$ cat config.mk
export PLATFORM = sky130hd
export DESIGN_NAME = pviv_ctrl
export DESIGN_NICKNAME = d
export VERILOG_FILES = /design/src/rtl/point_vortex_induced_velocity_defines.svh /design/src/rtl/pviv_pkg.sv /design/src/rtl/pviv_ctrl.sv
export SDC_FILE = /design/constraint.sdc
export NUM_CORES = 1
export LEC_CHECK = 0
export BUFFER_PORTS_ARGS = -buffer_cell sky130_fd_sc_hd__buf_2
export CAP_MARGIN = 15
export CORE_AREA = 4 4 41 43
export DETAILED_ROUTE_END_ITERATION = 7
export DIE_AREA = 0 0 45 47
export SLEW_MARGIN = 5
export SYNTH_ARGS = -nofsm -noshare
export SYNTH_HDL_FRONTEND = slang
export SYNTH_SLANG_ARGS = --single-unit
$ cat constraint.sdc
create_clock -name clk -period 2.5 [get_ports clk]
set_input_delay 0.75 -clock clk [delete_from_list [all_inputs] [get_ports clk]]
set_output_delay 0.75 -clock clk [all_outputs]
set_load 0.02 [all_outputs]
$ cat src/rtl/point_vortex_induced_velocity_defines.svh
// ----------------------------------------------------------------------------
// Point vortex velocity unit: assertion macros
// Shared property forms for the checks at the end of the top level.
// ----------------------------------------------------------------------------
`ifndef POINT_VORTEX_INDUCED_VELOCITY_DEFINES_SVH
`define POINT_VORTEX_INDUCED_VELOCITY_DEFINES_SVH

// The consequent must hold in the same cycle as the antecedent.
`define PVIV_ASSERT_SAME(name, clk, rst, ante, cons, msg) \
  name: assert property (@(posedge clk) disable iff (rst) (ante) |-> (cons)) \
    else $error(msg);

// The consequent must hold in the cycle after the antecedent.
`define PVIV_ASSERT_NEXT(name, clk, rst, ante, cons, msg) \
  name: assert property (@(posedge clk) disable iff (rst) (ante) |=> (cons)) \
    else $error(msg);

`endif

$ cat src/rtl/pviv_pkg.sv
// ----------------------------------------------------------------------------
// Point vortex velocity unit: package
// Widths, constants, codes and the command and status types.
// ----------------------------------------------------------------------------
`timescale 1ns / 1ps
`default_nettype none

package pviv_pkg;

  localparam int DATA_W           = 32;
  localparam int SLOT_W           = 8;
  localparam int CFG_ACT_W        = 9;
  localparam int CFG_IDX_W        = 2;
  localparam int MAX_VORTICES_DEF = 256;

  // Magnitude of a coordinate difference fits 32 bits; r^2 needs 65.
  localparam int MAG_W  = 32;
  localparam int R2_W   = 65;
  localparam int PROD_W = 64;
  localparam int P_W    = 63;
  localparam int K_W    = 30;
  localparam int N_W    = 93;
  // Dividend after dropping the 2^16 scale of the denominator.
  localparam int DVD_W  = N_W - 16;
  localparam int Q_W    = 33;
  localparam int DCNT_W = $clog2(DVD_W);

  // round(2^32 / (2*pi))
  localparam logic [K_W-1:0] INV_TWO_PI = 30'd683565276;

  localparam logic [DATA_W-1:0] FREE_VX_RST = 32'h0001_0000;
  localparam logic [DATA_W-1:0] FREE_VY_RST = 32'h0000_0000;

  localparam logic [CFG_IDX_W-1:0] CFG_ACTIVE  = 2'd0;
  localparam logic [CFG_IDX_W-1:0] CFG_FREE_VX = 2'd1;
  localparam logic [CFG_IDX_W-1:0] CFG_FREE_VY = 2'd2;

  localparam logic CMD_LOAD  = 1'b0;
  localparam logic CMD_QUERY = 1'b1;

  typedef enum logic [4:0] {
    ST_IDLE, ST_READ, ST_DIFF, ST_AXX, ST_AYY, ST_SAY, ST_SAX, ST_PXL, ST_PXH,
    ST_PYL, ST_PYH, ST_NFIN, ST_DLOAD, ST_DIV, ST_ACC, ST_SKIP, ST_FINISH
  } pviv_state_t;

  typedef enum logic [3:0] {
    MS_AXX, MS_AYY, MS_SAY, MS_SAX, MS_PXL, MS_PXH, MS_PYL, MS_PYH, MS_NFIN
  } mstep_t;

  typedef struct packed {
    logic   load;
    logic   start;
    logic   rd;
    logic   diff;
    logic   mul_en;
    mstep_t mstep;
    logic   div_load;
    logic   div_step;
    logic   acc;
    logic   skip;
    logic   publish;
  } pviv_cmd_t;

  typedef struct packed {
    logic n_zero;
    logic r2_zero;
    logic div_last;
    logic entry_last;
    logic out_free;
  } pviv_status_t;

endpackage

`default_nettype wire

$ cat src/rtl/pviv_ctrl.sv
// ----------------------------------------------------------------------------
// Point vortex velocity unit: controller
// Sequences table reads, the multiply steps, the divider and accumulation.
// ----------------------------------------------------------------------------
`timescale 1ns / 1ps
`default_nettype none

module pviv_ctrl (
  input  logic                   clk,
  input  logic                   rst,
  input  logic                   in_valid,
  input  logic                   in_query,
  output logic                   ready,
  input  pviv_pkg::pviv_status_t status,
  output pviv_pkg::pviv_cmd_t    cmd
);
  import pviv_pkg::*;

  pviv_state_t state, state_next;

  always_ff @(posedge clk) begin
    if (rst) begin
      state <= ST_IDLE;
    end else begin
      state <= state_next;
    end
  end

  always_comb begin
    state_next = state;
    unique case (state)
      ST_IDLE: begin
        if (in_valid && in_query) begin
          state_next = status.n_zero ? ST_FINISH : ST_READ;
        end
      end
      ST_READ:  state_next = ST_DIFF;
      ST_DIFF:  state_next = ST_AXX;
      ST_AXX:   state_next = ST_AYY;
      ST_AYY:   state_next = ST_SAY;
      ST_SAY:   state_next = ST_SAX;
      ST_SAX:   state_next = status.r2_zero ? ST_SKIP : ST_PXL;
      ST_PXL:   state_next = ST_PXH;
      ST_PXH:   state_next = ST_PYL;
      ST_PYL:   state_next = ST_PYH;
      ST_PYH:   state_next = ST_NFIN;
      ST_NFIN:  state_next = ST_DLOAD;
      ST_DLOAD: state_next = ST_DIV;
      ST_DIV: begin
        if (status.div_last) begin
          state_next = ST_ACC;
        end
      end
      ST_ACC, ST_SKIP: state_next = status.entry_last ? ST_FINISH : ST_READ;
      ST_FINISH: begin
        if (status.out_free) begin
          state_next = ST_IDLE;
        end
      end
      default: state_next = ST_IDLE;
    endcase
  end

  always_comb begin
    cmd   = '0;
    ready = 1'b0;
    unique case (state)
      ST_IDLE: begin
        ready     = 1'b1;
        cmd.load  = in_valid && !in_query;
        cmd.start = in_valid && in_query;
      end
      ST_READ:  cmd.rd = 1'b1;
      ST_DIFF:  cmd.diff = 1'b1;
      ST_AXX:   begin cmd.mul_en = 1'b1; cmd.mstep = MS_AXX;  end
      ST_AYY:   begin cmd.mul_en = 1'b1; cmd.mstep = MS_AYY;  end
      ST_SAY:   begin cmd.mul_en = 1'b1; cmd.mstep = MS_SAY;  end
      ST_SAX:   begin cmd.mul_en = 1'b1; cmd.mstep = MS_SAX;  end
      ST_PXL:   begin cmd.mul_en = 1'b1; cmd.mstep = MS_PXL;  end
      ST_PXH:   begin cmd.mul_en = 1'b1; cmd.mstep = MS_PXH;  end
      ST_PYL:   begin cmd.mul_en = 1'b1; cmd.mstep = MS_PYL;  end
      ST_PYH:   begin cmd.mul_en = 1'b1; cmd.mstep = MS_PYH;  end
      ST_NFIN:  begin cmd.mul_en = 1'b1; cmd.mstep = MS_NFIN; end
      ST_DLOAD: cmd.div_load = 1'b1;
      ST_DIV:   cmd.div_step = 1'b1;
      ST_ACC:   cmd.acc = 1'b1;
      ST_SKIP:  cmd.skip = 1'b1;
      ST_FINISH: cmd.publish = status.out_free;
      default: cmd = '0;
    endcase
  end

endmodule

`default_nettype wire

==> results of run 1 <==
==> per-layer routing <==
layer | global-route usage [%] | part of all wire, % | vias up
met3 | 4.60 | 9.5 | 2
li1 | - | - | 296
met1 | 17.1 | 45 | 256
met2 | 21.5 | 45 | 22
met5 | 0 | 0 | -
met4 | 7.02 | 0.61 | 0
==> worst max-delay path, stage by stage (launching register included) <==
cell and delay [ns]:
dfxtp_1 0.45, nor3_1 0.36, and2_1 0.23, nand2_1 0.07, nor2_1 0.08, buf_2 0.17
==> kinds of logic (layout without fill, tap and decap cells) <==
| kind of cell | count (synthesis) | count (layout) |
|---|---|---|
| xor+xnor | 2 | 2 |
| buf+inv | 6 | 29 |
| compound gates | 13 | 13 |
| flops | 5 | 5 |
| simple gates | 45 | 45 |
==> final timing paths <==
path | from | to | slack (ns) | cells past startpoint
worst min register to register | state[0]$_SDFFE_PP0P_ | state[1]$_SDFFE_PP0P_ | 0.70 | 2
worst max register to register | state[1]$_SDFFE_PP0P_ | state[1]$_SDFFE_PP0P_ | 0.85 | 3
worst max-delay path | state[2]$_SDFFE_PP0P_ | cmd[13] | 0.14 | 5
worst min-delay path | state[0]$_SDFFE_PP0P_ | state[1]$_SDFFE_PP0P_ | 0.70 | 2
==> stage by stage <==
stage          utilization [%]  std cells  worst slack (ns)
2_1_floorplan                -         71             0.458
3_3_place_gp              45.2        105             0.450
3_5_place_dp              45.2        105             0.409
4_1_cts                   47.2        109             0.149
5_1_grt                   47.2        109            0.0374
6_report                  47.2        109             0.142
==> cell type report <==
cell class | instances | area [sq um] | area share, %
Inverter | 1 | 3.75 | 0.611
Multi-Input combinational cell | 60 | 343 | 55.8
Timing Repair Buffer | 24 | 123 | 20.0
Sequential cell | 5 | 100 | 16.3
Clock buffer | 4 | 26.3 | 4.28
Tap cell | 15 | 18.8 | 3.05
==> layout by cell type, fill, tap and decap left out <==
cell type,instances
a2111oi_2,1
a21oi_1,4
a221o_1,1
a221oi_1,1
a22oi_1,1
a32oi_1,1
and2_1,2
and3_1,4
and3b_1,1
buf_2,23
buf_4,1
clkbuf_1,1
clkbuf_4,3
dfxtp_1,5
inv_1,1
nand2_1,9
nand2b_1,3
nand3_1,1
nand3b_1,2
nor2_1,10
nor2b_1,3
nor3_1,9
nor4_1,1
o21ai_0,1
o21bai_1,1
o22a_1,1
o31ai_1,1
xnor2_1,2
==> power groups by stage <==
stage                     logic [mW]  clock network [mW]  registers [mW]
after global placement        0.0488                   0          0.0876
final                         0.0492              0.0954          0.0862
after floorplan               0.0323                   0          0.0850
after detailed placement      0.0488                   0          0.0876
after CTS                     0.0491              0.0986          0.0862
after global routing          0.0541               0.103          0.0868
==> flow_summary.json, run 1 <==
{
  "rsz0062_at_grt": "no",
  "clk_path_buf_depth": 2,
  "antenna_found_initial": 0,
  "worstSetupPathType": "reg2out",
  "largest_reg_flops": 5,
  "setup_viol": 0,
  "synth_top_family_by_area": "simple AND/OR/NAND/NOR gates",
  "grt_pass1_vias": 474,
  "initial_core_util_pct": 35.9,
  "grt_start_max_net_pins": 16,
  "vdd_ir_drop_max_v": 0.000264,
  "worst_pin_slew_ns": 0.489,
  "clock_skew_ns": 0.00660,
  "yosys.area_share.adder_pct": 0,
  "cts_setup_buffers": 0,
  "cts_resized": 0,
  "clockPowerShare_pct": 41.3,
  "die_w_um": 45,
  "sw_frac_of_total_pct": 29.1,
  "synth_compound_area_share_pct": 21.2,
  "cts_buffers": 3,
  "hold_viol": 0,
  "synth_flop_cell": "dfxtp_1",
  "cp-start-kind": "flop",
  "wl_um": 1320,
  "grt.total_usage_pct": 13.8,
  "max_freq_mhz": 424,
  "ios": 24,
  "slew_headroom_pct": 67.4,
  "cp.required_ns": 1.75,
  "dp_hpwl_um": 954,
  "drtAntennaViolNets": 0,
  "p_int_uw": 164,
  "placed_area_sq_um": 588,
  "yosysWarnings": 0,
  "path_clk_slew_ns": 0.05,
  "comb_power_share_pct": 21.3,
  "power.net_switching_uw": 67.2,
  "ys_types": 26,
  "fin_crit_sh_pct": 94.3,
  "cap_violations": 0,
  "drive_gt1_share_pct": 29.8,
  "io_buffers": 23,
  "cts_tree": "done",
  "netlist_instances": 71,
  "p_total_uw": 231,
  "hold_slack_ns": 0.701,
  "crit_arrival_ns": 1.61,
  "cts_htree_levels": 1,
  "fin_crit_ns": 2.36,
  "die_h_um": 47,
  "dieArea_sq_um": 2120,
  "status": "complete, no violations",
  "cts_sinks": 5,
  "pwr-share-seq_pct": 37.4,
  "synth.avg_cell_area_sq_um": 6.57,
  "setup.worst_path.end_class": "output pin",
  "synth_commonest_cells": "nor2_1, nand2_1, nor3_1",
  "synthMuxAreaShare_pct": 0,
  "synth-edff-count": 0,
  "row_count": 13,
  "reg.largest.list": "state x5",
  "overflow": 0,
  "netlist_area_sq_um": 467,
  "ys_seq_elements": 5,
  "synthMostInstantiatedCell": "nor2_1",
  "gp_congestion": 0.802,
  "yosys.area_share.simple_pct": 48.5,
  "fillers": 139,
  "powerDensity_nw_per_um2": 376,
  "async_flop_share_pct": 0,
  "drc": 0,
  "clk_latency_ns": 0.25,
  "drt-pass1-iter-count": 4,
  "synth_xor_area_share_pct": 3.75,
  "ys_top_cells_by_area": "dfxtp_1, nor3_1, nor2_1, nand2_1, and3_1",
  "detail_route.wl_per_cell_um": 12.1,
  "synth_nets": 80,
  "finalInstanceArea_sq_um": 614,
  "drt_iter0_drc": 11,
  "synth_top_area_share_pct": 21.4,
  "core-area_sq_um": 1300,
  "synth-seq-area-share_pct": 21.4,
  "cts_root_buf": "clkbuf_4",
  "p_leak_nw": 0.289,
  "grt_pass1_wl_um": 2070,
  "setup-tns-final_ns": 0,
  "viasPerCell": 5.28,
  "cp_max_fo": 15,
  "finalNetCount": 104,
  "diodes": 0,
  "syn_to_final_growth_pct": 31.6,
  "slew_viol_final": 0,
  "cts_hold_buffers": 0,
  "vias": 576,
  "regMostFlops": "state",
  "hold_class": "reg2reg",
  "synth_top_area_cell": "dfxtp_1"
}
No activity file was read; power rests on OpenSTA's default activity.
==> run 2, diff against run 1 <==
--- a/config.mk
+++ b/config.mk
@@ -10,7 +10,8 @@
 export CORE_AREA = 4 4 41 43
 export DETAILED_ROUTE_END_ITERATION = 7
 export DIE_AREA = 0 0 45 47
-export SLEW_MARGIN = 5
+export SKIP_CTS_REPAIR_TIMING = 1
+export SLEW_MARGIN = 20
 export SYNTH_ARGS = -nofsm -noshare
 export SYNTH_HDL_FRONTEND = slang
 export SYNTH_SLANG_ARGS = --single-unit
==> constraint.sdc (replaced) <==
create_clock -name clk -period 2.9 [get_ports clk]
set_input_delay 0.87 -clock clk [delete_from_list [all_inputs] [get_ports clk]]
set_output_delay 0.87 -clock clk [all_outputs]
set_load 0.02 [all_outputs]
==> flow_summary.json, run 2 (synthesis gave the netlist of run 1 again) <==
{
  "cp.required_ns": 2.03,
  "cts_sinks": 5,
  "dieArea_sq_um": 2120,
  "hold_class": "reg2reg",
  "worst_pin_slew_ns": 0.479,
  "final_common_cell": "buf_2",
  "drt-pass1-iter-count": 4,
  "largest_reg_flops": 5,
  "crit_arrival_ns": 1.56,
  "cts_root_buf": "clkbuf_4",
  "setup.worst_path.end_class": "output pin",
  "vias": 586,
  "fin_crit_ns": 2.43,
  "status": "complete, no violations",
  "vdd_ir_drop_max_v": 0.000289,
  "cp_max_fo": 15,
  "grt_pass1_vias": 468,
  "regMostFlops": "state",
  "place_inst": 104,
  "viasPerCell": 5.43,
  "io_buffers": 23,
  "row_count": 13,
  "dp_hpwl_um": 919,
  "grt_start_max_net_pins": 16,
  "hold_start": "state[0]$_SDFFE_PP0P_",
  "reg.largest.list": "state x5",
  "timing.hold.worst_endpoint": "state[1]$_SDFFE_PP0P_",
  "placed_area_sq_um": 581,
  "whs_path_depth": 2,
  "hold_viol": 0,
  "hold_slack_ns": 0.716,
  "fin_crit_sh_pct": 83.7,
  "syn_to_final_growth_pct": 30.0,
  "max_freq_mhz": 412,
  "cts_htree_levels": 1,
  "r2r_slack_ns": 1.26,
  "setup-tns-final_ns": 0,
  "slew_headroom_pct": 68.0,
  "initial_core_util_pct": 35.9,
  "setup_viol": 0,
  "critPathTopFamily": "simple AND/OR/NAND/NOR gates",
  "antenna_found_initial": 0,
  "worstPathCellList": "nor3_1 > and2_1 > and3_1 > buf_2",
  "clk_latency_ns": 0.24,
  "p_total_uw": 197,
  "powerDensity_nw_per_um2": 325,
  "ios": 24,
  "multiInputGateArea_sq_um": 343,
  "layout_common_cells": "buf_2, nor2_1, nand2_1, nor3_1, dfxtp_1",
  "drt_iter0_drc": 14,
  "clock_skew_ns": 0.000167,
  "crit_buf_inv": 1,
  "fin_cells": 108,
  "worstSetupPathType": "reg2out",
  "slowest_delay_ns": 0.45,
  "finalInstanceArea_sq_um": 607,
  "cts_tree": "done",
  "rsz0062_at_grt": "no",
  "worst_slack_ns": 0.473,
  "diodes": 0,
  "fillers": 151,
  "slew_viol_final": 0,
  "seq_area_sq_um": 100,
  "drive_gt1_share_pct": 29.0,
  "drc": 0,
  "final_core_util_pct": 46.6,
  "path_clk_slew_ns": 0.04,
  "clk_path_buf_depth": 2,
  "wl_um": 1270,
  "p_leak_nw": 0.284,
  "core-area_sq_um": 1300,
  "die_w_um": 45,
  "place_ws_ns": 0.723,
  "grt.total_usage_pct": 12.9,
  "r2r_cells": 3,
  "die_h_um": 47,
  "cts_buffers": 3,
  "finalNetCount": 103,
  "cap_violations": 0,
  "drtAntennaViolNets": 0,
  "cp-start-kind": "flop",
  "r2r_start": "state[1]$_SDFFE_PP0P_",
  "gp_congestion": 0.708,
  "worst_path_max_delay_cell": "dfxtp_1",
  "detail_route.wl_per_cell_um": 11.8,
  "rr_endpoint": "state[1]$_SDFFE_PP0P_",
  "grt_pass1_wl_um": 1990,
  "overflow": 0
}
[run 2: cell count changes in the layout (fill, tap and decap cells not counted)]
cell / change
buf_4: -1
[run 2: area by class of cell]
type | count | share of cell area [%]
Sequential cell | 5 | 16.5
Multi-Input combinational cell | 60 | 56.5
Clock buffer | 4 | 4.33
Timing Repair Buffer | 23 | 19.0
Tap cell | 15 | 3.09
Inverter | 1 | 0.619
[run 2: worst max path at each step]
stage / from / to / slack, ns / cells past startpoint
final: state[2]$_SDFFE_PP0P_ / cmd[12] / 0.47 / 4
after global routing: state[3]$_SDFFE_PP0P_ / cmd[3] / 0.32 / 3
after CTS: state[2]$_SDFFE_PP0P_ / cmd[0] / 0.46 / 3
after detailed placement: state[2]$_SDFFE_PP0P_ / cmd[0] / 0.72 / 3
after global placement: state[2]$_SDFFE_PP0P_ / cmd[12] / 0.71 / 4
after floorplan: state[0]$_SDFFE_PP0P_ / cmd[7] / 0.74 / 5
[run 2: where the power goes]
group / switching (mW) / internal, mW / total [mW] / leakage [nW]
combinational: 0.0212 / 0.0174 / 0.0386 / 0.228
clock: 0.0298 / 0.0521 / 0.0819 / 0.0150
sequential: 0.00592 / 0.0706 / 0.0765 / 0.0405
total: 0.0570 / 0.140 / 0.197 / 0.284
[run 2: routing by layer]
layer  GRT usage, %  up-vias  wire length (um)
li1               -      301                 -
met1           17.3      261               607
met2           18.9       24               505
met3           6.51        0               158
met4           1.75        0                 0
met5              0        -                 0
[run 2: worst reg2reg max path, cell delays in order (launching register included)]
cell and delay (ns):
dfxtp_1 0.60, and3b_1 0.24, a221o_1 0.37, a2111oi_2 0.33
==> run 3, diff against run 2 <==
--- a/config.mk
+++ b/config.mk
@@ -10,6 +10,7 @@
 export CORE_AREA = 4 4 41 43
 export DETAILED_ROUTE_END_ITERATION = 7
 export DIE_AREA = 0 0 45 47
+export PLACE_DENSITY = 0.67
 export SKIP_CTS_REPAIR_TIMING = 1
 export SLEW_MARGIN = 20
 export SYNTH_ARGS = -nofsm -noshare
==> constraint.sdc (replaced) <==
create_clock -name clk -period 2.15 [get_ports clk]
set_input_delay 0.645 -clock clk [delete_from_list [all_inputs] [get_ports clk]]
set_output_delay 0.645 -clock clk [all_outputs]
set_load 0.02 [all_outputs]
==> flow_summary.json, run 3 (synthesis gave the netlist of run 1 again) <==
{
  "grt_pass1_wl_um": 2080,
  "p_total_uw": 264,
  "worstPathCellList": "nor4_1 > and3_1 > buf_2",
  "detail_route.wl_per_cell_um": 11.2,
  "vdd_ir_drop_max_v": 0.000256,
  "placed_area_sq_um": 611,
  "place_ws_ns": 0.221,
  "cts_htree_levels": 1,
  "cts_sinks": 5,
  "overflow": 0,
  "cts_tree": "done",
  "setup_viol": 0,
  "fin_crit_ns": 2.07,
  "max_freq_mhz": 484,
  "worst_slack_ns": 0.0837,
  "worst_path_max_delay_cell": "nor4_1",
  "antenna_found_initial": 0,
  "clock_skew_ns": 0.00231,
  "grt.total_usage_pct": 13.2,
  "multiInputGateArea_sq_um": 348,
  "slew_viol_final": 0,
  "path_clk_slew_ns": 0.04,
  "dieArea_sq_um": 2120,
  "drtAntennaViolNets": 0,
  "crit_arrival_ns": 1.42,
  "rsz0062_at_grt": "yes",
  "seq_area_sq_um": 103,
  "sw_frac_of_total_pct": 27.7,
  "largest_reg_flops": 5,
  "setup.worst_path.end_class": "output pin",
  "power.net_switching_uw": 73.2,
  "final_common_cell": "buf_2",
  "reg.largest.list": "state x5",
  "drt_iter0_drc": 8,
  "dp_hpwl_um": 1030,
  "hold_class": "reg2reg",
  "fillers": 150,
  "ios": 24,
  "cp-start-kind": "flop",
  "cp.required_ns": 1.50,
  "drt-pass1-iter-count": 4,
  "slowest_delay_ns": 0.43,
  "cts_root_buf": "clkbuf_4",
  "syn_to_final_growth_pct": 38.1,
  "diodes": 0,
  "layout_common_cells": "buf_2, nor2_1, nand2_1",
  "p_leak_nw": 0.308,
  "finalInstanceArea_sq_um": 644,
  "setup-tns-final_ns": 0,
  "vias": 565,
  "hold_viol": 0,
  "row_count": 13,
  "worstSetupPathType": "reg2out",
  "regMostFlops": "state",
  "io_buffers": 23,
  "clockPowerShare_pct": 40.0,
  "status": "complete, no violations",
  "p_int_uw": 191,
  "cp_max_fo": 15,
  "die_h_um": 47,
  "hold_slack_ns": 0.591,
  "powerDensity_nw_per_um2": 410,
  "clk_path_buf_depth": 2,
  "slew_headroom_pct": 72.9,
  "grt_pass1_vias": 499,
  "die_w_um": 45,
  "fin_crit_sh_pct": 96.1,
  "drive_gt1_share_pct": 35.1,
  "cts_buffers": 3,
  "clk_latency_ns": 0.24,
  "cap_violations": 0,
  "drc": 0,
  "wl_um": 1250,
  "worst_pin_slew_ns": 0.403,
  "pwr-share-seq_pct": 37.5,
  "grt_start_max_net_pins": 16,
  "finalNetCount": 107,
  "initial_core_util_pct": 35.9,
  "comb_power_share_pct": 22.5,
  "gp_congestion": 0.731,
  "core-area_sq_um": 1300,
  "viasPerCell": 5.04
}
==> run 3: worst paths after layout <==
kind | from | endpoint | slack (ns) | depth (start not counted)
setup / recovery | state[2]$_SDFFE_PP0P_ | cmd[0] | 0.08 | 3
hold / removal | state[1]$_SDFFE_PP0P_ | state[1]$_SDFFE_PP0P_ | 0.59 | 2
setup reg to reg | state[1]$_SDFFE_PP0P_ | state[1]$_SDFFE_PP0P_ | 0.71 | 3
hold reg to reg | state[1]$_SDFFE_PP0P_ | state[1]$_SDFFE_PP0P_ | 0.59 | 2
==> run 3: per-layer routing <==
layer	global-route usage (%)	vias to the layer above	wire length (um)
met5	0	-	0
met4	8.77	0	0
met3	1.15	0	51
met2	20.1	13	595
met1	17.7	246	602
li1	-	306	-
==> run 3: layout make-up <==
type,instances,area share [%]
timing repair buffer,27,22.5
multi-input combinational,60,54.0
tap,15,2.91
sequential,5,15.9
inverter,1,0.583
clock buffer,4,4.08
==> run 3: power by group through the flow <==
stage | Combinational, mW | Clock (mW) | Sequential, mW
floorplan | 0.0375 | 0 | 0.0989
global placement | 0.0594 | 0 | 0.100
detailed placement | 0.0597 | 0 | 0.100
CTS | 0.0599 | 0.111 | 0.0987
global route | 0.0659 | 0.115 | 0.0994
finish | 0.0595 | 0.106 | 0.0991
==> run 3: through the flow <==
| stage | std cells | util [%] |
|---|---|---|
| 2_1_floorplan | 71 | - |
| 3_3_place_gp | 108 | 46.9 |
| 3_5_place_dp | 108 | 46.9 |
| 4_1_cts | 112 | 48.9 |
| 5_1_grt | 112 | 49.5 |
| 6_report | 112 | 49.5 |
==> run 3: critical path, delay by kind of cell (launching register included) <==
kind,cells,cell delay (ns)
simple gates,2,0.63
flops,1,0.39
buf+inv,1,0.16
